File: src/rtl/core/dtt_pkg.sv
// ----------------------------------------------------------------------------
// DIV/TIMA interval timer package
// Shared types, register indexes, constants and the period lookup.
// ----------------------------------------------------------------------------
package dtt_pkg;

  localparam int unsigned CfgIdxWidth  = 2;
  localparam int unsigned CfgDataWidth = 8;
  localparam int unsigned StepWidth    = 4;

  localparam logic [CfgIdxWidth-1:0] CFG_TIMER_ENABLE = 2'd0;
  localparam logic [CfgIdxWidth-1:0] CFG_CLOCK_SELECT = 2'd1;
  localparam logic [CfgIdxWidth-1:0] CFG_MODULO_VALUE = 2'd2;

  localparam logic OP_ADVANCE   = 1'b0;
  localparam logic OP_DIV_CLEAR = 1'b1;

  localparam logic [StepWidth-1:0] MaxStepCycles = 4'd15;

  localparam logic [1:0] SEL_1024 = 2'd0;
  localparam logic [1:0] SEL_16   = 2'd1;
  localparam logic [1:0] SEL_64   = 2'd2;
  localparam logic [1:0] SEL_256  = 2'd3;

  localparam logic [10:0] PrescaleInc = 11'd4;

  typedef struct packed {
    logic       timer_enable;
    logic [1:0] clock_select;
    logic [7:0] modulo_value;
  } dtt_cfg_t;

  typedef struct packed {
    logic [5:0]  sub_div_count;
    logic [7:0]  div_count;
    logic [10:0] prescale_accum;
    logic [7:0]  tima_count;
    logic        reload_pending;
  } dtt_timer_t;

  function automatic logic [10:0] period_of(input logic [1:0] sel);
    logic [10:0] period;
    case (sel)
      SEL_16:   period = 11'd16;
      SEL_64:   period = 11'd64;
      SEL_256:  period = 11'd256;
      SEL_1024: period = 11'd1024;
      default:  period = 11'd1024;
    endcase
    return period;
  endfunction

endpackage

File: src/rtl/core/div_tima_interval_timer.sv
// ----------------------------------------------------------------------------
// DIV/TIMA interval timer
// Console-style divider and TIMA timer stepped one M-cycle per clock while running.
// ----------------------------------------------------------------------------
// Channel  Direction  Handshake               Payload
// in       sink       in_valid_i/in_stall_o   opcode_i, m_cycles_i
// out      source     out_valid_o/out_stall_i div_value_o, tima_value_o, timer_irq_o
// cfg      sink       cfg_valid_i/cfg_ready_o cfg_index_i, cfg_data_i
//
// An advance item runs the M-cycle unit, which steps the timer once per
// clock; then the result moves to the output register once it is free.
// A divider clear zeroes div_count only. Input stalls while an item is in work and
// while the output register still holds an untaken transfer at completion.
// Reset clears all timer state and config to zero.
// ----------------------------------------------------------------------------
module div_tima_interval_timer (
  input  logic                             clk_i,
  input  logic                             rst_ni,
  input  logic                             in_valid_i,
  output logic                             in_stall_o,
  input  logic                             opcode_i,
  input  logic [dtt_pkg::StepWidth-1:0]    m_cycles_i,
  output logic                             out_valid_o,
  input  logic                             out_stall_i,
  output logic [7:0]                       div_value_o,
  output logic [7:0]                       tima_value_o,
  output logic                             timer_irq_o,
  input  logic                             cfg_valid_i,
  output logic                             cfg_ready_o,
  input  logic [dtt_pkg::CfgIdxWidth-1:0]  cfg_index_i,
  input  logic [dtt_pkg::CfgDataWidth-1:0] cfg_data_i
);
  import dtt_pkg::*;

  typedef enum logic [1:0] {
    ST_IDLE = 2'b01,
    ST_RUN  = 2'b10
  } dtt_fsm_e;

  dtt_fsm_e             state_q, state_d;
  dtt_cfg_t             cfg;
  dtt_timer_t           timer_q, timer_d, timer_step;
  logic                 step_reload;
  logic [StepWidth-1:0] remain_q, remain_d;
  logic                 irq_q, irq_d;
  logic                 out_valid_q, out_valid_d;
  logic [7:0]           div_out_q, div_out_d;
  logic [7:0]           tima_out_q, tima_out_d;
  logic                 irq_out_q, irq_out_d;
  logic                 in_xfer;
  logic                 out_free;

  dtt_cfg_regs u_cfg_regs (
    .clk_i      (clk_i),
    .rst_ni     (rst_ni),
    .cfg_valid_i(cfg_valid_i),
    .cfg_ready_o(cfg_ready_o),
    .cfg_index_i(cfg_index_i),
    .cfg_data_i (cfg_data_i),
    .cfg_o      (cfg)
  );

  dtt_mcycle u_mcycle (
    .cfg_i   (cfg),
    .cur_i   (timer_q),
    .nxt_o   (timer_step),
    .reload_o(step_reload)
  );

  assign in_stall_o = (state_q != ST_IDLE);
  assign in_xfer    = in_valid_i & ~in_stall_o;
  assign out_free   = ~out_valid_q | ~out_stall_i;

  always_comb begin
    state_d     = state_q;
    timer_d     = timer_q;
    remain_d    = remain_q;
    irq_d       = irq_q;
    out_valid_d = out_valid_q & out_stall_i;
    div_out_d   = div_out_q;
    tima_out_d  = tima_out_q;
    irq_out_d   = irq_out_q;

    case (state_q)
      ST_IDLE: begin
        if (in_xfer) begin
          irq_d   = 1'b0;
          state_d = ST_RUN;
          if (opcode_i == OP_DIV_CLEAR) begin
            timer_d.div_count = 8'd0;
            remain_d          = '0;
          end else begin
            remain_d = (m_cycles_i > MaxStepCycles) ? MaxStepCycles : m_cycles_i;
          end
        end
      end
      ST_RUN: begin
        if (remain_q != '0) begin
          timer_d  = timer_step;
          irq_d    = irq_q | step_reload;
          remain_d = remain_q - 1'b1;
        end else if (out_free) begin
          out_valid_d = 1'b1;
          div_out_d   = timer_q.div_count;
          tima_out_d  = timer_q.tima_count;
          irq_out_d   = irq_q;
          state_d     = ST_IDLE;
        end
      end
      default: begin
        state_d = ST_IDLE;
      end
    endcase
  end

  always_ff @(posedge clk_i or negedge rst_ni) begin
    if (!rst_ni) begin
      state_q     <= ST_IDLE;
      timer_q     <= '0;
      remain_q    <= '0;
      irq_q       <= 1'b0;
      out_valid_q <= 1'b0;
    end else begin
      state_q     <= state_d;
      timer_q     <= timer_d;
      remain_q    <= remain_d;
      irq_q       <= irq_d;
      out_valid_q <= out_valid_d;
    end
  end

  always_ff @(posedge clk_i) begin
    div_out_q  <= div_out_d;
    tima_out_q <= tima_out_d;
    irq_out_q  <= irq_out_d;
  end

  assign out_valid_o  = out_valid_q;
  assign div_value_o  = div_out_q;
  assign tima_value_o = tima_out_q;
  assign timer_irq_o  = irq_out_q;

endmodule

File: src/rtl/core/dtt_cfg_regs.sv
// ----------------------------------------------------------------------------
// DIV/TIMA timer configuration registers
// Holds timer enable, clock select and modulo, written over the config port.
// ----------------------------------------------------------------------------
module dtt_cfg_regs (
  input  logic                             clk_i,
  input  logic                             rst_ni,
  input  logic                             cfg_valid_i,
  output logic                             cfg_ready_o,
  input  logic [dtt_pkg::CfgIdxWidth-1:0]  cfg_index_i,
  input  logic [dtt_pkg::CfgDataWidth-1:0] cfg_data_i,
  output dtt_pkg::dtt_cfg_t                cfg_o
);
  import dtt_pkg::*;

  dtt_cfg_t cfg_q, cfg_d;
  logic     wr_en;

  assign cfg_ready_o = 1'b1;
  assign wr_en       = cfg_valid_i & cfg_ready_o;

  always_comb begin
    cfg_d = cfg_q;
    if (wr_en) begin
      case (cfg_index_i)
        CFG_TIMER_ENABLE: cfg_d.timer_enable = cfg_data_i[0];
        CFG_CLOCK_SELECT: cfg_d.clock_select = cfg_data_i[1:0];
        CFG_MODULO_VALUE: cfg_d.modulo_value = cfg_data_i;
        default:          cfg_d = cfg_q;
      endcase
    end
  end

  always_ff @(posedge clk_i or negedge rst_ni) begin
    if (!rst_ni) begin
      cfg_q <= '0;
    end else begin
      cfg_q <= cfg_d;
    end
  end

  assign cfg_o = cfg_q;

endmodule

File: src/rtl/core/dtt_mcycle.sv
// ----------------------------------------------------------------------------
// DIV/TIMA timer M-cycle unit
// Advances divider, prescaler and TIMA by one M-cycle, including reload.
// ----------------------------------------------------------------------------
module dtt_mcycle (
  input  dtt_pkg::dtt_cfg_t   cfg_i,
  input  dtt_pkg::dtt_timer_t cur_i,
  output dtt_pkg::dtt_timer_t nxt_o,
  output logic                reload_o
);
  import dtt_pkg::*;

  logic [10:0] period;
  logic [10:0] accum_inc;
  logic [7:0]  tima_inc;

  assign period = period_of(cfg_i.clock_select);

  always_comb begin
    nxt_o     = cur_i;
    reload_o  = 1'b0;
    accum_inc = cur_i.prescale_accum + PrescaleInc;
    tima_inc  = 8'd0;

    nxt_o.sub_div_count = cur_i.sub_div_count + 6'd1;
    if (nxt_o.sub_div_count == 6'd0) begin
      nxt_o.div_count = cur_i.div_count + 8'd1;
    end

    // reload from modulo via reload_pending, which is set on overflow
    if (cur_i.reload_pending) begin
      nxt_o.tima_count     = cfg_i.modulo_value;
      nxt_o.reload_pending = 1'b0;
      reload_o             = 1'b1;
    end

    tima_inc = nxt_o.tima_count + 8'd1;
    if (cfg_i.timer_enable) begin
      nxt_o.prescale_accum = accum_inc;
      if (accum_inc >= period) begin
        nxt_o.prescale_accum = accum_inc - period;
        nxt_o.tima_count     = tima_inc;
        if (tima_inc == 8'd0) begin
          nxt_o.reload_pending = 1'b1;
        end
      end
    end
  end

endmodule
File: config.mk
export PLATFORM = sky130hd
export DESIGN_NAME = div_tima_interval_timer
export DESIGN_NICKNAME = d
export VERILOG_FILES = /design/src/rtl/core/dtt_pkg.sv /design/src/rtl/core/div_tima_interval_timer.sv /design/src/rtl/core/dtt_cfg_regs.sv /design/src/rtl/core/dtt_mcycle.sv
export SDC_FILE = /design/constraint.sdc
export NUM_CORES = 1
export LEC_CHECK = 0
export ABC_CLOCK_PERIOD_IN_PS = 3300
export BUFFER_PORTS_ARGS = -buffer_cell sky130_fd_sc_hd__buf_4
export CAP_MARGIN = 10
export CELL_PAD_IN_SITES_DETAIL_PLACEMENT = 2
export CELL_PAD_IN_SITES_GLOBAL_PLACEMENT = 2
export CORE_MARGIN = 2
export CORE_UTILIZATION = 36
export CTS_CLUSTER_DIAMETER = 150
export DETAILED_ROUTE_END_ITERATION = 16
export PLACE_DENSITY_LB_ADDON = 0.2
export SKIP_LAST_GASP = 1
export SYNTH_ARGS = -nofsm -noshare
export SYNTH_HDL_FRONTEND = slang
export SYNTH_HIERARCHICAL = 1
export SYNTH_SLANG_ARGS = --single-unit
File: constraint.sdc
create_clock -name clk_i -period 3.3 [get_ports clk_i]
set_input_delay 0.33 -clock clk_i [delete_from_list [all_inputs] [get_ports clk_i]]
set_output_delay 0.33 -clock clk_i [all_outputs]
set_load 0.05 [all_outputs]
==> qor.csv, run 1 <==
stage,metric,value,unit
outcome,status,completed,
synthesis,syn_area,4020,um^2
clock_tree,cts_tree,yes,
synthesis,yosys_register_bits,70,
synthesis,yosys.cell_types.count,60,
die,die_height,110,um
synthesis,syn_nets,370,
synthesis,synthMostInstantiatedCell,dfrtp_1,
die,initial_core_util,37.0,%
clock_tree,htreeDepth,3,
setup_path,startpoint_type,register,
die,core.rowCount,38,
clock_tree,cts_buffer_depth,2,
route,wl_per_cell,18.0,um
die,die_w,110,um
sta,setup_viol,0,
setup_path,criticalPathCategory,reg -> reg,
synthesis,synth-async-reset-ratio,75.7,%
grt,grt_util_all_layers,17.3,%
synthesis,synth_top_family_by_area,multiplexers,
die,die-area,12000,um^2
cells_and_area,final_cells,531,
synthesis,synthAdderAreaFrac,3.73,%
sta,clock.fmax,314,MHz
die,ios,40,
clock_tree,clockRootBuffer,clkbuf_8,
sta,maxSlewHeadroom,51.6,%
power,pwr_density_cell,794,nW/um^2
power,p_leak,2.01,nW
grt,grt_pass1_vias,2977,
route,wl,9.58,mm
cells_and_area,diodes,0,
setup_path,worst_r2r_path_depth,12,
grt,grt_max_degree,54,
setup_path,crit_chain,"and4_4, nand2_1, xnor2_1, ha_1, nand2_1, a2111oi_4, o2111ai_2, o41a_1, nand2_2, or4b_1, xor2_1, mux2_4",
setup_path,crit_path_max_incr_delay,450,ps
sta,final_hold_viol_count,0,
die,core,10900,um^2
setup_path,cp_num_cells,12,
power,ir_drop,0.338,mV
setup_path,crit_buf_inv,0,
clock_tree,clk_pin_slew,80,ps
route,postRouteAntennaNets,0,
cells_and_area,nets,418,
clock_tree,ctsHoldBuffers,0,
setup_path,r2r-start,timer_q[15],
sta,tightest_slew,726,ps
synthesis,synth-compound-area-share,8.89,%
setup_path,worst_path_max_delay_cell,or4b_1,
clock_tree,cts_sinks,70,
sta,fin_crit,3180,ps
placed_design,place_inst,513,
clock_tree,numCtsBuffers,9,
run,drv_cap,0,
synthesis,syn_area_per_cell,11.9,um^2
grt,grt_pass1_wl,15.6,mm
cells_and_area,drive_gt1_share,33.8,%
setup_path,cp_max_fo,5,
synthesis,synth_top_area_share,32.3,%
synthesis,synth.area.top_cells,"dfrtp_1 (32%), edfxtp_1 (13%), mux2_4 (7.8%), mux2_2 (6.4%), xnor2_1 (4.4%)",
route,firstDrtPassIters,6,
setup_path,crit_top_cell,nand2_1,
clock_tree,clock_latency,350,ps
setup_path,critPathTopFamily,simple AND/OR/NAND/NOR gates,
cells_and_area,final_core_utilization,43.3,%
cells_and_area,fill_cells,1113,
synthesis,synth-simple-area-share,12.9,%
synthesis,synth_edf_count,17,
synthesis,yosysSeqAreaShare,45.7,%
synthesis,synth.area.mux_share,17.5,%
synthesis,synth_common_cells,"dfrtp_1 (52), mux2_2 (23), mux2_4 (21)",
setup_path,cp.arrival,3430,ps
grt,antenna_found_initial,0,
synthesis,ys.flop_type,dfrtp_1,
synthesis,synthXorXnorAreaFrac,6.75,%
placed_design,gp_congestion,0.786,
setup_path,required,3540,ps
synthesis,synth_top_area_cell,dfrtp_1,
placed_design,dp_hpwl,6.93,mm
setup_path,critical_path.endpoint_type,register,
cells_and_area,area_growth,17.2,%
sta,slew_viol_final,0,
route,num_vias,2776,
worst_hold_path,hold_path.class,in -> async,
route,vias_per_cell,5.23,
grt,overflow,0,
sta,min_period_over_period,96.4,%
sta,finClkSkew,8.48,ps
setup_path,critPathLaunch,timer_q[15],
route,drtIter0Drc,94,
route,drc,0,
synthesis,synth_warnings,6,
sta,whs,17.6,ps
synthesis,syn_inst,338,
placed_design,port_buffers,38,
## state kept, by name (all words and copies together), names as in the netlist
| signal | cells |
|---|---|
| timer_irq_o | 1 |
| state_q | 2 |
| div_value_o | 8 |
| irq_q | 1 |
| out_valid_o | 1 |
| timer_q | 34 |
| tima_value_o | 8 |
| remain_q | 4 |
| u_cfg_regs/cfg_o | 11 |
## cells in the final DEF, fill, tap and decap left out, types with 2 or more instances in the layout
master	Yosys	final
a311oi_1	2	2
o21a_1	3	3
inv_1	12	12
nor3b_1	2	2
mux2_4	21	21
or2_2	2	2
edfxtp_1	17	17
nand3_1	13	13
a21boi_1	2	2
nand2b_1	6	6
nor2b_1	3	3
clkbuf_8	0	9
o21ai_0	3	3
nand4_1	6	6
buf_4	5	54
nor3_1	5	5
mux2_2	23	23
nand3b_1	2	2
a22o_1	8	8
xnor2_1	20	20
a31oi_1	3	3
mux2i_1	13	13
and3_1	3	3
nor2_1	11	11
dfrtp_1	52	51
ha_1	12	11
nand2_1	18	18
xor2_1	11	11
a21oi_1	19	19
clkinv_4	0	2
## report_power, final
group	internal, mW	switching (mW)
logic	0.866	0.955
registers	1.06	0.171
clock network	0.348	0.346
## repair_timing
item | 4_1_cts | 5_1_grt
endpoints found under the setup margin | 1 | 11
pin swaps | 0 | 1
resized for setup | 1 | 7
buffers inserted | 0 | 2
## path summary, 6_finish.rpt
check,endpoint,slack [ps]
max in group asynchronous,timer_q[15],2790
worst min-delay path,u_cfg_regs/cfg_o[7],20
worst min register to register,timer_irq_o,450
worst max register to register,timer_q[5],120
worst max-delay path,timer_q[5],120
min in group clk_i,u_cfg_regs/cfg_o[4],200
## area by class of cell
class,instances,area (um^2),share of cell area [%]
multi-input combinational,239,2060,43.7
sequential,70,1840,39.0
tap,140,175,3.71
clock buffer,10,128,2.71
timing repair buffer,54,405,8.59
clock inverter,6,63.8,1.35
inverter,12,45.0,0.955
## cell families (layout without fill, tap and decap cells)
group,after synthesis,in the layout
and+or+nand+nor,87,87
AOI/OAI and AO/OA,51,51
adders and majority gates,12,12
other,1,1
DFF,70,70
buffers and inverters,29,82
xor gates and xnor gates,31,31
muxes,57,57
## routing by layer
| metal | up-vias | GRT usage (%) | part of all wire [%] |
|---|---|---|---|
| li1 | 1310 | - | - |
| met1 | 1421 | 21.3 | 44 |
| met2 | 33 | 30.2 | 52 |
| met3 | 12 | 3.20 | 2.5 |
| met4 | 0 | 5.97 | 1.5 |
| met5 | - | 0 | 0 |
## through the flow
step	TNS (ps)	setup WS (ps)	power (mW)	area, um^2
2_1_floorplan	0	23.7	2.52	4030
4_1_cts	0	19.5	3.72	4660
3_3_place_gp	0	133	2.92	4460
6_report	0	119	3.75	4720
5_1_grt	-54.9	-36.6	4.03	4720
3_5_place_dp	0	15.2	3.00	4460
Note: power is estimated with default switching activity, not from simulation.
==> inputs of run 2 (changes only) <==
- SETUP_SLACK_MARGIN: not set -> 0.4
==> run 2 against run 1 <==
Against the previous run:
- flip-flop and latch count unchanged
- final cell count up 2.1%
- power up 12%
- worst setup slack better by 210 ps
- count of clock-buffer cells in the layout unchanged
- clock power up 14%
- first-iteration DRC count down 5.3%
- wire length up 2.8%
- core utilization up 2.5 points
- die area unchanged
- cell area up 5.8%
- clock skew up 0.79 ps
- critical endpoint unchanged
- largest power group unchanged
- highest routed layer unchanged
==> qor.csv, run 2 (same netlist as run 1, synthesis figures left out) <==
stage,metric,value,unit,change
die,core,10900,um^2,unchanged
clock_tree,htreeDepth,3,,unchanged
cells_and_area,layout_commonest_cell,buf_4,,
route,vias_per_cell,5.18,,-0.94%
outcome,status,completed,,
die,initial_core_util,37.0,%,unchanged
die,ios,40,,unchanged
sta,min_period_over_period,89.9,%,-6.5 points
sta,fin_setup_tns,0,ps,unchanged
setup_path,cp.arrival,3210,ps,-220 ps
run,drv_cap,0,,unchanged
cells_and_area,drive_gt1_share,40.0,%,+6.3 points
clock_tree,cts_sinks,70,,unchanged
sta,final_hold_viol_count,0,,unchanged
cells_and_area,nets,429,,+2.6%
cells_and_area,largest_reg_flops,34,,unchanged
route,firstDrtPassIters,4,,-2
sta,tightest_slew,776,ps,+50.0 ps
power,p_total,4.21,mW,+12%
cells_and_area,area_growth,24.0,%,
route,drc,0,,unchanged
sta,fin_crit,2970,ps,-213 ps
setup_path,crit_path_max_incr_delay,470,ps,+20 ps
setup_path,critical_path.endpoint_type,register,,
setup_path,crit_end,timer_q[5],,
sta,maxSlewHeadroom,48.2,%,-3.3 points
route,postRouteAntennaNets,0,,unchanged
sta,rsz0062_at_grt,yes,,
sta,setup_viol,0,,unchanged
power,pwr_density_cell,843,nW/um^2,+6.2%
setup_path,crit_chain,"ha_4, nand3_4, xnor2_4, ha_4, nand2_4, a2111oi_4, o2111ai_2, o41a_1, nand2_2, or4b_4, xor2_1, mux2_4",,
cells_and_area,regMostFlops,timer_q,,
cells_and_area,layout_common_cells,"buf_4 (65), dfrtp_1 (52), mux2_2 (23), mux2_4 (21), a21oi_1 (18)",,
setup_path,worst_r2r_path_depth,12,,unchanged
power,ir_drop,0.359,mV,+6.3%
die,core.rowCount,38,,unchanged
grt,grt_util_all_layers,17.8,%,+0.56 points
placed_design,port_buffers,38,,unchanged
setup_path,worst_path_max_delay_cell,or4b_4,,
die,die_w,110,um,unchanged
route,wl,9.85,mm,+2.8%
worst_hold_path,hold_path.class,in -> async,,
sta,slew_viol_final,0,,unchanged
setup_path,critPathLaunch,timer_q[12],,
grt,grt_pass1_vias,3119,,+4.8%
route,drtIter0Drc,89,,-5.3%
setup_path,rrSetupSlack,330,ps,+210 ps
setup_path,cp_max_fo,6,,+1
placed_design,dp_slack,90.9,ps,+75.8 ps
clock_tree,cts_tree,yes,,
route,num_vias,2807,,+1.1%
cells_and_area,fill_cells,1073,,-3.6%
clock_tree,cts_buffer_depth,2,,unchanged
setup_path,required,3550,ps,about the same
setup_path,crit_top_cell,ha_4,,
setup_path,reg2reg_to,timer_q[5],,
cells_and_area,final_core_utilization,45.8,%,+2.5 points
clock_tree,clockRootBuffer,clkbuf_8,,
cells_and_area,diodes,0,,unchanged
die,die-area,12000,um^2,unchanged
grt,overflow,0,,unchanged
setup_path,criticalPathCategory,reg -> reg,,
placed_design,gp_congestion,0.860,,+9.4%
grt,antenna_found_initial,0,,unchanged
setup_path,r2r-start,timer_q[12],,
grt,grt_pass1_wl,16.2,mm,+3.9%
setup_path,startpoint_type,register,,
sta,finClkSkew,9.27,ps,+0.791 ps
route,wl_per_cell,18.2,um,+0.73%
sta,setup_ws,332,ps,+213 ps
power,p_leak,2.14,nW,+6.7%
die,die_height,110,um,unchanged
grt,grt_max_degree,54,,unchanged
clock_tree,clock_latency,350,ps,about the same
clock_tree,numCtsBuffers,9,,unchanged
sta,clock.fmax,337,MHz,+7.2%
clock_tree,clk_pin_slew,80,ps,about the same
cells_and_area,multiInputGateArea,2220,um^2,+7.8%
placed_design,dp_hpwl,6.54,mm,-5.6%
cells_and_area,ff_latch_area,1840,um^2,about the same
[run 2: cell count changes in the layout (fill, tap and decap cells not counted), moves of 2 or more]
cell and delta:
nand3_1 -2, nand3_4 +2, xnor2_1 -4, buf_4 +11, nand2_4 +2, ha_1 -2
ha_4 +2, xnor2_2 +3, nand2_1 -3
[run 2: stage by stage]
step	instances	hold slack (ps)	area [um^2]
2_1_floorplan	338	34.4	4120
5_1_grt	542	72.5	4990
3_3_place_gp	510	434	4510
6_report	542	15.7	4990
4_1_cts	538	45.7	4910
3_5_place_dp	510	447	4510
[run 2: where the power goes]
group | switching (mW) | internal, mW
logic | 1.10 | 1.07
registers | 0.180 | 1.06
clock network | 0.362 | 0.431
[run 2: repair_timing]
item / in CTS / in global routing
setup buffers: 12 / 4
setup endpoints to repair: 14 / 15
hold buffers: 0 / 0
endpoints found under the hold margin: 0 / 0
gates resized for setup: 14 / 7
cloned: 0 / 0
pin swaps: 6 / 5
[run 2: worst min path at each step]
stage	slack, ps	startpoint	depth (start not counted)	to
4_1_cts	50	rst_ni	1	timer_q[4]
3_5_place_dp	450	rst_ni	1	timer_q[4]
5_1_grt	70	rst_ni	1	timer_q[4]
6_report	20	rst_ni	1	u_cfg_regs/cfg_o[1]
3_3_place_gp	430	rst_ni	1	u_cfg_regs/cfg_o[3]
2_1_floorplan	30	rst_ni	0	irq_q
[run 2: routing by layer]
| metal | share of wire (%) | up-vias | GRT usage, % |
|---|---|---|---|
| li1 | - | 1334 | - |
| met1 | 45 | 1431 | 22.6 |
| met2 | 52 | 33 | 30.0 |
| met3 | 2.8 | 9 | 3.26 |
| met4 | 1.1 | 0 | 7.23 |
| met5 | 0 | - | 0 |
[run 2: critical path: cells and delay by family (launching register included)]
kind,cells,cell delay (ps)
AO/OA/AOI/OAI,3,590
XOR/XNOR,2,300
adder cells (fa/ha/maj),2,530
flip-flops,1,400
multiplexers,1,270
AND/OR/NAND/NOR,4,760
[run 2: area by class of cell]
class / instances / share of cell area [%]
Tap cell: 140 / 3.51
Inverter: 12 / 0.903
Timing Repair Buffer: 65 / 9.78
Sequential cell: 70 / 36.8
Multi-Input combinational cell: 239 / 44.5
Clock buffer: 10 / 2.56
Clock inverter: 6 / 1.88
